### config.mk
export PLATFORM = sky130hd
export DESIGN_NAME = odo_ctrl
export DESIGN_NICKNAME = d
export VERILOG_FILES = /design/src/rtl/differential_drive_odometry_defines.svh /design/src/rtl/odo_pkg.sv /design/src/rtl/odo_ctrl.sv
export SDC_FILE = /design/constraint.sdc
export NUM_CORES = 1
export LEC_CHECK = 0
export BUFFER_PORTS_ARGS = -buffer_cell sky130_fd_sc_hd__buf_2
export CORE_MARGIN = 8
export CORE_UTILIZATION = 25
export CTS_CLUSTER_SIZE = 24
export DETAILED_ROUTE_END_ITERATION = 8
export PLACE_DENSITY = 0.38
export SLEW_MARGIN = 20
export SYNTH_ARGS = -nofsm -noshare
export SYNTH_HDL_FRONTEND = slang
export SYNTH_SLANG_ARGS = --single-unit
### constraint.sdc
create_clock -name clk -period 2.4 [get_ports clk]
set_input_delay 0.48 -clock clk [delete_from_list [all_inputs] [get_ports clk]]
set_output_delay 0.48 -clock clk [all_outputs]
set_load 0.02 [all_outputs]
### src/rtl/differential_drive_odometry_defines.svh
// Shared assertion macros for the odometry block.
`ifndef DIFFERENTIAL_DRIVE_ODOMETRY_DEFINES_SVH
`define DIFFERENTIAL_DRIVE_ODOMETRY_DEFINES_SVH

// Check that a condition implies another in the same cycle.
`define ODO_ASSERT_NOW(lbl, clk, rst_n, a, c) \
  lbl: assert property (@(posedge clk) disable iff (!rst_n) (a) |-> (c)) \
    else $error("odometry assertion failed");

// Check that a condition implies another in the following cycle.
`define ODO_ASSERT_NEXT(lbl, clk, rst_n, a, c) \
  lbl: assert property (@(posedge clk) disable iff (!rst_n) (a) |=> (c)) \
    else $error("odometry assertion failed");

`endif

### src/rtl/odo_pkg.sv
package odo_pkg;

  // Fixed-point constants
  localparam int PI_Q16     = 205887;
  localparam int TWO_PI_Q16 = 411775;
  localparam logic signed [33:0] PI_Q30      = 34'sd3373259426;
  localparam logic signed [33:0] HALF_PI_Q30 = 34'sd1686629713;
  localparam logic signed [33:0] GAIN_Q30    = 34'sd652032874;
  localparam int DIV_STEPS = 63;

  // Register indexes on the configuration port
  localparam logic [2:0] REG_INV_L  = 3'd0;
  localparam logic [2:0] REG_INV_R  = 3'd1;
  localparam logic [2:0] REG_RADIUS = 3'd2;
  localparam logic [2:0] REG_RCORR  = 3'd3;
  localparam logic [2:0] REG_SEP    = 3'd4;
  localparam logic [2:0] REG_SCORR  = 3'd5;

  // Datapath operations
  typedef enum logic [3:0] {
    OP_NONE, OP_LOAD, OP_POSE, OP_DIV_WC, OP_MUL_DL, OP_MUL_DR, OP_MUL_SL,
    OP_MUL_SR, OP_DIV_HD, OP_COR_POS, OP_MUL_X, OP_MUL_Y, OP_COR_QUAT,
    OP_DIV_ANG, OP_OUT
  } op_t;

  typedef struct packed {
    op_t  op;
    logic start;
  } cmd_t;

  typedef struct packed {
    logic div_done;
    logic cor_done;
    logic out_free;
  } sts_t;

  // Arctangent table, floor(atan(2^-i) * 2^30)
  function automatic logic [29:0] atan_q30(input logic [4:0] i);
    case (i)
      5'd0:  return 30'd843314856;
      5'd1:  return 30'd497837829;
      5'd2:  return 30'd263043836;
      5'd3:  return 30'd133525158;
      5'd4:  return 30'd67021686;
      5'd5:  return 30'd33543515;
      5'd6:  return 30'd16775850;
      5'd7:  return 30'd8388437;
      5'd8:  return 30'd4194282;
      5'd9:  return 30'd2097149;
      5'd10: return 30'd1048575;
      5'd11: return 30'd524287;
      5'd12: return 30'd262143;
      5'd13: return 30'd131071;
      5'd14: return 30'd65535;
      5'd15: return 30'd32767;
      5'd16: return 30'd16383;
      5'd17: return 30'd8191;
      5'd18: return 30'd4095;
      5'd19: return 30'd2047;
      5'd20: return 30'd1023;
      5'd21: return 30'd511;
      5'd22: return 30'd255;
      5'd23: return 30'd127;
      default: return 30'd0;
    endcase
  endfunction

endpackage

### src/rtl/odo_ctrl.sv
module odo_ctrl (
  input  logic          clk,
  input  logic          rst_n,
  input  logic          in_tvalid,
  input  logic          in_op,
  output logic          in_tready,
  input  odo_pkg::sts_t sts,
  output odo_pkg::cmd_t cmd
);
  import odo_pkg::*;

  typedef enum logic [12:0] {
    ST_IDLE = 13'b0000000000001,
    ST_WC   = 13'b0000000000010,
    ST_MDL  = 13'b0000000000100,
    ST_MDR  = 13'b0000000001000,
    ST_MSL  = 13'b0000000010000,
    ST_MSR  = 13'b0000000100000,
    ST_DHD  = 13'b0000001000000,
    ST_CPOS = 13'b0000010000000,
    ST_MX   = 13'b0000100000000,
    ST_MY   = 13'b0001000000000,
    ST_CQ   = 13'b0010000000000,
    ST_DANG = 13'b0100000000000,
    ST_OUT  = 13'b1000000000000
  } state_t;

  state_t state_r, state_nxt;
  logic   first_r;

  assign in_tready = (state_r == ST_IDLE);
  assign cmd.start = first_r;

  // Sequence a pose load or one tick through the datapath
  always_comb begin
    state_nxt = state_r;
    cmd.op    = OP_NONE;
    case (state_r)
      ST_IDLE: begin
        if (in_tvalid) begin
          cmd.op = in_op ? OP_POSE : OP_LOAD;
          if (!in_op) state_nxt = ST_WC;
        end
      end
      ST_WC: begin
        cmd.op = OP_DIV_WC;
        if (!first_r && sts.div_done) state_nxt = ST_MDL;
      end
      ST_MDL: begin
        cmd.op = OP_MUL_DL;
        state_nxt = ST_MDR;
      end
      ST_MDR: begin
        cmd.op = OP_MUL_DR;
        state_nxt = ST_MSL;
      end
      ST_MSL: begin
        cmd.op = OP_MUL_SL;
        state_nxt = ST_MSR;
      end
      ST_MSR: begin
        cmd.op = OP_MUL_SR;
        state_nxt = ST_DHD;
      end
      ST_DHD: begin
        cmd.op = OP_DIV_HD;
        if (!first_r && sts.div_done) state_nxt = ST_CPOS;
      end
      ST_CPOS: begin
        cmd.op = OP_COR_POS;
        if (!first_r && sts.cor_done) state_nxt = ST_MX;
      end
      ST_MX: begin
        cmd.op = OP_MUL_X;
        state_nxt = ST_MY;
      end
      ST_MY: begin
        cmd.op = OP_MUL_Y;
        state_nxt = ST_CQ;
      end
      ST_CQ: begin
        cmd.op = OP_COR_QUAT;
        if (!first_r && sts.cor_done) state_nxt = ST_DANG;
      end
      ST_DANG: begin
        cmd.op = OP_DIV_ANG;
        if (!first_r && sts.div_done) state_nxt = ST_OUT;
      end
      ST_OUT: begin
        if (sts.out_free) begin
          cmd.op = OP_OUT;
          state_nxt = ST_IDLE;
        end
      end
      default: state_nxt = ST_IDLE;
    endcase
  end

  always_ff @(posedge clk) begin
    if (!rst_n) begin
      state_r <= ST_IDLE;
      first_r <= 1'b0;
    end else begin
      state_r <= state_nxt;
      first_r <= (state_nxt != state_r);
    end
  end

endmodule

==> impl_metrics.tcl, run 1 <==
set metrics [dict create \
    insertion_delay_ns 0.25 \
    syn_to_final_growth_pct 31.49 \
    ff2ff_path_depth 6 \
    met2_length_mm 1.834 \
    synth_top_area_share_pct 24.32 \
    grt_pass1_vias 1200 \
    final_hold_viol_count 0 \
    drive_gt1_share_pct 33.70 \
    max_stage_delay_ns 0.61 \
    crit_path_end_kind "primary output" \
    top_layer_used "met4" \
    ys_ff_latch 14 \
    start_util_pct 26.28 \
    startpoint_type "register" \
    synth_commonest_cells "dfxtp_1 (14), nor2_1 (13), nor3_1 (11), nand3_1 (8)" \
    fin_ws_ns -0.05151 \
    first_iter_violations 99 \
    routabilityCongestion 0.8406 \
    maxSlewHeadroom_pct 54.20 \
    synth_edf_count 0 \
    yosys-top-cells-area "dfxtp_1 (24%), nor3_1 (4.8%), nor2_1 (4.2%)" \
    synth-async-reset-ratio_pct 0 \
    via_per_inst 5.253 \
    yosysTopAreaCell "dfxtp_1" \
    grtUsageTotal_pct 10.51 \
    numCtsBuffers 3 \
    clockRootBuffer "clkbuf_8" \
    hold_end "state_r[0]" \
    avgSynthCellArea_sq_um 7.631 \
    drt-total-wl_mm 3.855 \
    num_vias 1224 \
    cts_tree "done" \
    antenna_found_initial 0 \
    diodes 0 \
    startpoint "state_r[5]" \
    ys.flop_type "dfxtp_1" \
    fp.dieW_microns 83.89 \
    wirelength_met1_mm 1.816 \
    cap_violations 0 \
    die_h_microns 83.89 \
    place_hpwl_mm 2.902 \
    rsz0062_at_grt "true" \
    slew_viol_final 0 \
    synth_fp_nets 158 \
    grt_pass1_wl_mm 6.099 \
    hold_buffers 0 \
    r2r_end "first_r" \
    io_pins 13 \
    cpMaxStageDelayCell "or4_4" \
    r2r_setup_slack_ns 0.11 \
    htree_num_levels 1 \
    min_from "rst_n" \
    yosysSeqAreaShare_pct 24.32 \
    total_power_mw 0.6423 \
    yosysMostFrequentCell "dfxtp_1" \
    synthCells 151 \
    drtAntennaViolNets 0 \
    fmax_mhz 407.9 \
    period_share_pct 102.1 \
    clock-sinks 14 \
    drc_errors 0 \
    post-route-util_pct 34.56 \
    p_seq_share_pct 37.4 \
    worstPathCellList "or4_4 > nor4_4 > nand2_1 > o21ai_1 > a31o_2 > buf_6" \
    min_period_ns 2.452 \
    overflow 0 \
    hp-class "in2reg" \
    pre_cts_ws_ns 0.1266 \
    p_sw_share_pct 29.64 \
    power.switching_mw 0.1904 \
    violations "setup timing" \
    required_ns 1.92 \
    fin_nets 189 \
    fin_skew_ns 0.001955 \
    pwr-share-comb_pct 23.8 \
    clk_pin_slew_ns 0.07 \
    die_area_sq_um 7038 \
    cp.arrival_ns 1.97 \
    clockPowerShare_pct 38.8 \
    p_int_mw 0.4519 \
    fillers 472 \
    p_per_area_nw_per_um2 423.9 \
    rows 24 \
    dr_wl_met3_microns 107 \
    ys_warn_count 0 \
    synthDistinctLibCells 44 \
    synth_area_sq_um 1152 \
    cp_max_fo 5 \
    tns_ns -0.05151 \
    clockBufferDepth 2 \
    wl_per_cell_microns 16.55 \
    drtPass1Iterations 6 \
    whs_path_depth 2 \
    core_sq_um 4384 \
    finalSetupViolations 1 \
    ir_drop_uv 135.8 \
    worst_slew_pin_slew_ns 0.6697 \
    r2r-start "state_r[3]" \
    crit_type "reg2out" \
    outcome "complete, but fails checks" \
    io_buffers 12 \
    grt_max_degree 13 \
    p_leak_nw 0.6036 \
]
==> logic make-up after synthesis <==
group / after synthesis / share of synthesized area [%]
buf+inv: 20 / 9.229
xor+xnor: 7 / 5.320
flops: 14 / 24.32
mux: 1 / 0.9771
simple gates: 79 / 42.45
compound gates: 30 / 17.70
==> repair_timing <==
| item | 4_1_cts | 5_1_grt |
|---|---|---|
| hold endpoints to repair | 0 | 0 |
| setup buffers | 7 | 2 |
| resized for setup | 9 | 4 |
| setup endpoints to repair | 4 | 5 |
| pin swaps | 6 | 6 |
==> critical path, delay by kind of cell, from the launching register on <==
family                 cells  cell delay (ns)
buffers and inverters      1             0.11
AOI/OAI and AO/OA          2             0.25
and+or+nand+nor            3             1.04
DFF                        1             0.31
==> registers in the layout (all words and copies together) (netlist names) <==
signal and cells:
first_r 1, state_r 13
==> cell usage in the layout (no fill, tap or decap), types with 4 or more instances in the layout <==
| cell | instances |
|---|---|
| nand2b_1 | 4 |
| a21oi_1 | 6 |
| nor2b_1 | 4 |
| buf_4 | 30 |
| o21ai_0 | 6 |
| xor2_1 | 4 |
| nor4_1 | 6 |
| nand3_1 | 8 |
| nand4_1 | 4 |
| dfxtp_1 | 14 |
| nand2_1 | 7 |
| clkbuf_8 | 4 |
| buf_2 | 8 |
| nor3_1 | 11 |
| nor2_1 | 13 |
| inv_1 | 6 |
==> routing by layer <==
metal	track usage, %	up-vias
met2	16.63	18
met3	1.953	8
met1	13.49	577
met5	0	-
li1	-	621
met4	4.239	0
==> worst max-delay path by stage <==
| stage | endpoint | slack [ns] |
|---|---|---|
| after floorplan | cmd[2] | 0.04 |
| after global placement | first_r | 0.11 |
| after detailed placement | first_r | 0.13 |
| after CTS | cmd[4] | -0.006 |
| after global routing | cmd[3] | -0.13 |
| final | cmd[3] | -0.05 |
==> area by class of cell <==
type | count | area, sq um | share of cell area [%]
clock buffers | 4 | 55.05 | 3.633
flip-flops and latches | 14 | 280.3 | 18.50
well taps | 52 | 65.06 | 4.294
repair buffers | 40 | 287.8 | 18.99
inverters | 6 | 22.52 | 1.486
multi-input cells | 117 | 804.5 | 53.10
==> per-stage QoR <==
stage	cells	cell area [sq um]	hold slack [ns]
final	233	1515	0.4988
after global routing	233	1515	0.5103
after CTS	231	1490	0.4989
after detailed placement	220	1336	0.4971
after global placement	220	1336	0.5084
after floorplan	151	1152	0.5157
==> power groups by stage <==
stage	Sequential (mW)	Clock, mW	Combinational (mW)
2_1_floorplan	0.244	0	0.0827
3_3_place_gp	0.246	0	0.130
3_5_place_dp	0.245	0	0.129
4_1_cts	0.240	0.248	0.148
5_1_grt	0.241	0.260	0.165
6_report	0.240	0.249	0.153
No activity file was read; power rests on OpenSTA's default activity.
==> inputs of run 2 (changes only) <==
Settings changed: CELL_PAD_IN_SITES_DETAIL_PLACEMENT set to 0, CELL_PAD_IN_SITES_GLOBAL_PLACEMENT set to 1, PLACE_DENSITY 0.38 to 0.48.
==> run 2 against run 1 <==
Net effect:
- the run still ends with setup timing left
- sequential cell count unchanged
- die area unchanged
- sequential power hardly changed
- first-iteration DRC count is 1.0% lower
- combinational power is 7% lower
- clock power decreased by 2%
- hold slack improved by 0.018 ns
- final area down 3.1%
- core utilization fell by 1.1 points
- clock skew about the same
- power decreased by 2.6%
- critical path depth down 1
- critical path type unchanged
- largest cell class unchanged
==> impl_metrics.tcl, run 2 (synthesis gave the netlist of run 1 again) <==
set metrics [dict create \
    outcome "complete, but fails checks" \
    violations "setup timing" \
    htree_num_levels 1 \
    via_per_inst 5.507 \
    drtAntennaViolNets 0 \
    rsz0062_at_grt "true" \
    fin_nets 183 \
    hp-class "in2reg" \
    min_from "rst_n" \
    final_cells 227 \
    clockRootBuffer "clkbuf_8" \
    period_share_pct 100.8 \
    cp_max_fo 5 \
    top_register "state_r" \
    ff2ff_path_depth 6 \
    cts_tree "done" \
    layout_top_registers "state_r (13), first_r (1)" \
    drive_gt1_share_pct 32.57 \
    start_util_pct 26.28 \
    slew_viol_final 0 \
    fin_skew_ns 0.001560 \
    numCtsBuffers 3 \
    layout_commonest_cell "buf_4" \
    antenna_found_initial 0 \
    drc_errors 0 \
    grtUsageTotal_pct 10.83 \
    startpoint_type "register" \
    worst_slew_pin_slew_ns 0.5901 \
    fillers 473 \
    routabilityCongestion 0.8242 \
    die_area_sq_um 7038 \
    p_per_area_nw_per_um2 426.1 \
    hold_buffers 0 \
    num_vias 1250 \
    max_stage_delay_ns 0.61 \
    diodes 0 \
    r2r_setup_slack_ns 0.12 \
    final_hold_viol_count 0 \
    drtPass1Iterations 5 \
    final_cell_mix "buf_4 (24), nor2_1 (13), dfxtp_1 (13)" \
    r2r-start "state_r[3]" \
    grt_pass1_wl_mm 6.299 \
    grt_max_degree 13 \
    io_pins 13 \
    syn_to_final_growth_pct 27.47 \
    required_ns 1.92 \
    fin_ws_ns -0.01892 \
    die_h_microns 83.89 \
    insertion_delay_ns 0.25 \
    largest_register_ffs 13 \
    grt_pass1_vias 1254 \
    worst-path-buf-inv 1 \
    rows 24 \
    first_iter_violations 98 \
    finalSetupViolations 2 \
    dpl_cell_area_sq_um 1344 \
    core_sq_um 4384 \
    worstPathCellList "or4_4 > nor4_4 > a32oi_1 > nand3_1 > buf_2" \
    hold_end "state_r[0]" \
    clock-sinks 14 \
    cap_violations 0 \
    fp.dieW_microns 83.89 \
    overflow 0 \
    place_hpwl_mm 2.910 \
    placedCellCount 221 \
    crit_type "reg2out" \
    crit_family "simple AND/OR/NAND/NOR gates" \
    r2r_end "first_r" \
    whs_path_depth 2 \
    cp.arrival_ns 1.94 \
    fin_area_sq_um 1469 \
    p_leak_nw 0.5730 \
    cpMaxStageDelayCell "or4_4" \
    drt-total-wl_mm 3.816 \
    maxSlewHeadroom_pct 59.64 \
    io_buffers 12 \
    ir_drop_uv 150.8 \
    fmax_mhz 413.4 \
    wl_per_cell_microns 16.81 \
    clk_pin_slew_ns 0.06 \
    clockBufferDepth 2 \
    crit_path_end_kind "primary output" \
    min_period_ns 2.419 \
]
run 2: layout make-up:
cell class	instances	area, sq um	share of cell area (%)
well taps	52	65.06	4.429
inverters	6	22.52	1.533
repair buffers	34	236.5	16.10
clock buffers	4	55.05	3.748
multi-input cells	117	808.3	55.03
flip-flops and latches	14	281.5	19.17
run 2: timing repair:
action / in CTS / in global routing
endpoints found under the hold margin: 0 / 0
gates resized for setup: 10 / 3
pin swaps: 5 / 3
buffers inserted: 2 / 0
endpoints found under the setup margin: 4 / 4
run 2: worst register-to-register path, stage by stage, from the launching register on:
cell and delay (ns):
dfxtp_1 0.33, or4_4 0.58, nor3_4 0.25, buf_4 0.16, a31oi_1 0.09, a2111oi_0 0.49, a41oi_1 0.22
run 2: metrics by stage:
step / TNS, ns / util, % / hold WS (ns) / power (mW) / worst slack, ns
2_1_floorplan: 0 / - / 0.5157 / 0.3267 / 0.03988
3_3_place_gp: 0 / 30.65 / 0.5673 / 0.3773 / 0.1700
3_5_place_dp: 0 / 30.65 / 0.5667 / 0.3736 / 0.1489
4_1_cts: 0 / 33.33 / 0.5194 / 0.6313 / 0.007237
5_1_grt: -0.3018 / 33.50 / 0.5214 / 0.6513 / -0.1091
6_report: -0.03143 / 33.50 / 0.5167 / 0.6259 / -0.01892
run 2: where the power goes:
group	switching, mW	leakage (nW)	internal, mW	total, mW
combinational	0.0818	0.431	0.0605	0.142
sequential	0.00325	0.113	0.237	0.241
clock	0.0971	0.0288	0.146	0.243
total	0.182	0.573	0.444	0.626
run 2: worst max path at each step:
| stage | startpoint | to | cells past startpoint | slack (ns) |
|---|---|---|---|---|
| 3_5_place_dp | state_r[5] | cmd[3] | 6 | 0.15 |
| 6_report | state_r[5] | cmd[4] | 5 | -0.02 |
| 4_1_cts | state_r[0] | cmd[3] | 6 | 0.007 |
| 2_1_floorplan | state_r[9] | cmd[2] | 7 | 0.04 |
| 3_3_place_gp | state_r[5] | cmd[1] | 5 | 0.17 |
| 5_1_grt | state_r[5] | cmd[3] | 6 | -0.11 |
run 2: layer usage:
layer / vias up / GRT usage [%] / wire, microns
li1: 612 / - / -
met1: 592 / 13.00 / 1748
met2: 35 / 17.05 / 1802
met3: 11 / 3.223 / 150
met4: 0 / 5.181 / 115
met5: - / 0 / 0
==> inputs of run 3 (changes only) <==
Settings changed: CORE_UTILIZATION 25 to 42, PLACE_DENSITY 0.48 to 0.75.
==> run 3 against run 2 <==
Net effect:
- the run still ends with setup timing left
- cell count is 7.5% lower
- combinational power is 6% higher
- register-to-register slack better by 0.25 ns
- critical path depth is 1 higher
- global-route usage is 6.7 points higher
- setup slack worse by 0.053 ns
- power is 9.0% lower
- non-clock buffer count is 4 higher
- final area is 0.77% higher
- largest cell class unchanged
==> impl_metrics.tcl, run 3 (synthesis gave the netlist of run 1 again) <==
set metrics [dict create \
    cpMaxStageDelayCell "or4_4" \
    hold_end "state_r[12]" \
    syn_to_final_growth_pct 28.45 \
    antenna_found_initial 0 \
    r2r_setup_slack_ns 0.37 \
    wl_per_cell_microns 18.03 \
    htree_num_levels 1 \
    clockRootBuffer "clkbuf_4" \
    final_hold_viol_count 0 \
    ff2ff_path_depth 6 \
    fillers 286 \
    seqCellArea_sq_um 281.5 \
    hp-class "in2reg" \
    via_per_inst 6.152 \
    top_register "state_r" \
    startpoint "state_r[5]" \
    multi_input_area_sq_um 825.8 \
    core_sq_um 2686 \
    maxSlewHeadroom_pct 73.87 \
    period_share_pct 103.0 \
    io_pins 13 \
    worstPathCellList "or4_4 > nor4_4 > buf_4 > a32oi_2 > nand3_1 > buf_6" \
    insertion_delay_ns 0.29 \
    num_vias 1292 \
    grtUsageTotal_pct 17.52 \
    max_stage_delay_ns 0.61 \
    cap_violations 0 \
    drtAntennaViolNets 0 \
    place_hpwl_mm 2.861 \
    required_ns 1.92 \
    routabilityCongestion 0.9726 \
    cts_tree "done" \
    die_h_microns 68.38 \
    grt_max_degree 13 \
    violations "setup timing" \
    slew_viol_final 0 \
    grt_pass1_vias 1309 \
    fin_nets 187 \
    fp.dieW_microns 68.38 \
    crit_type "reg2out" \
    grt_pass1_wl_mm 6.237 \
    drt-total-wl_mm 3.786 \
    drtPass1Iterations 4 \
    dpl_cell_area_sq_um 1333 \
    drc_errors 0 \
    clockBufferDepth 2 \
    layout_top_registers "state_r (13), first_r (1)" \
    numCtsBuffers 3 \
    placedCellCount 202 \
    min_from "rst_n" \
    cp_max_fo 5 \
    io_buffers 12 \
    p_leak_nw 0.5992 \
    fin_ws_ns -0.07165 \
    crit_path_end_kind "primary output" \
    fmax_mhz 404.6 \
    total_power_mw 0.5695 \
    p_per_area_nw_per_um2 384.8 \
    r2r_end "first_r" \
    worst_slew_pin_slew_ns 0.3890 \
    clk_pin_slew_ns 0.10 \
    layout_commonest_cell "buf_4" \
    min_period_ns 2.472 \
    largest_register_ffs 13 \
    ir_drop_uv 348.0 \
    finalSetupViolations 4 \
    tns_ns -0.2025 \
    startpoint_type "register" \
    pre_cts_ws_ns 0.1266 \
    die_area_sq_um 4676 \
    cp.arrival_ns 1.99 \
    fin_area_sq_um 1480 \
    r2r-start "state_r[0]" \
    final_cells 210 \
    drive_gt1_share_pct 35.20 \
    diodes 0 \
    hold_buffers 0 \
    overflow 0 \
    outcome "complete, but fails checks" \
    start_util_pct 42.90 \
    rsz0062_at_grt "true" \
    clock-sinks 14 \
    first_iter_violations 89 \
    rows 19 \
    fin_skew_ns 0.01396 \
    final_cell_mix "buf_4 (29), nor2_1 (13), dfxtp_1 (13)" \
    whs_path_depth 2 \
]
run 3: cell count changes in the layout (fill, tap and decap cells not counted), moves of 2 or more:
cell      before  now
buf_2          9    7
buf_4         24   29
clkbuf_4       0    3
clkbuf_8       4    1
nor4_2         3    1
run 3: critical path, delay by kind of cell, from the launching register on:
family	cells	cell delay, ns
DFF	1	0.32
AOI/OAI and AO/OA	1	0.06
buffers and inverters	2	0.29
and+or+nand+nor	3	1.03
run 3: report_power, final:
part / internal (mW) / switching [mW] / total (mW)
sequential: 0.237 / 0.00318 / 0.240
combinational: 0.0653 / 0.0843 / 0.150
clock: 0.0923 / 0.0872 / 0.179
run 3: how the worst max path moves through the flow:
stage	depth (start not counted)	slack, ns	end
floorplan	7	0.04	cmd[2]
global placement	6	0.17	cmd[3]
detailed placement	6	0.13	cmd[3]
CTS	6	-0.04	cmd[3]
global route	6	-0.15	cmd[2]
finish	6	-0.07	cmd[2]
run 3: through the flow:
step                      utilization, %  hold slack, ns
after floorplan                        -          0.5157
after global placement             49.60          0.5108
after detailed placement           49.60          0.5108
after CTS                          54.45          0.4631
after global routing               55.10          0.4593
final                              55.10          0.4734
run 3: final cells by class:
| class | count | area share, % |
|---|---|---|
| multi-input combinational | 117 | 55.79 |
| clock buffer | 4 | 2.451 |
| sequential | 14 | 19.02 |
| inverter | 6 | 1.522 |
| tap | 31 | 2.620 |
| timing repair buffer | 38 | 18.60 |
run 3: per-layer routing:
| layer | GRT usage, % | part of all wire (%) | wire [microns] |
|---|---|---|---|
| met1 | 21.17 | 43 | 1625 |
| met4 | 7.161 | 3.4 | 129 |
| met5 | 0 | 0 | 0 |
| met3 | 3.601 | 7.0 | 264 |
| met2 | 29.38 | 47 | 1766 |
run 3: repair_timing:
item / in CTS / in global routing
gates resized for setup: 16 / 3
setup buffers: 3 / 1
setup endpoints to repair: 4 / 5
pin swaps: 7 / 4
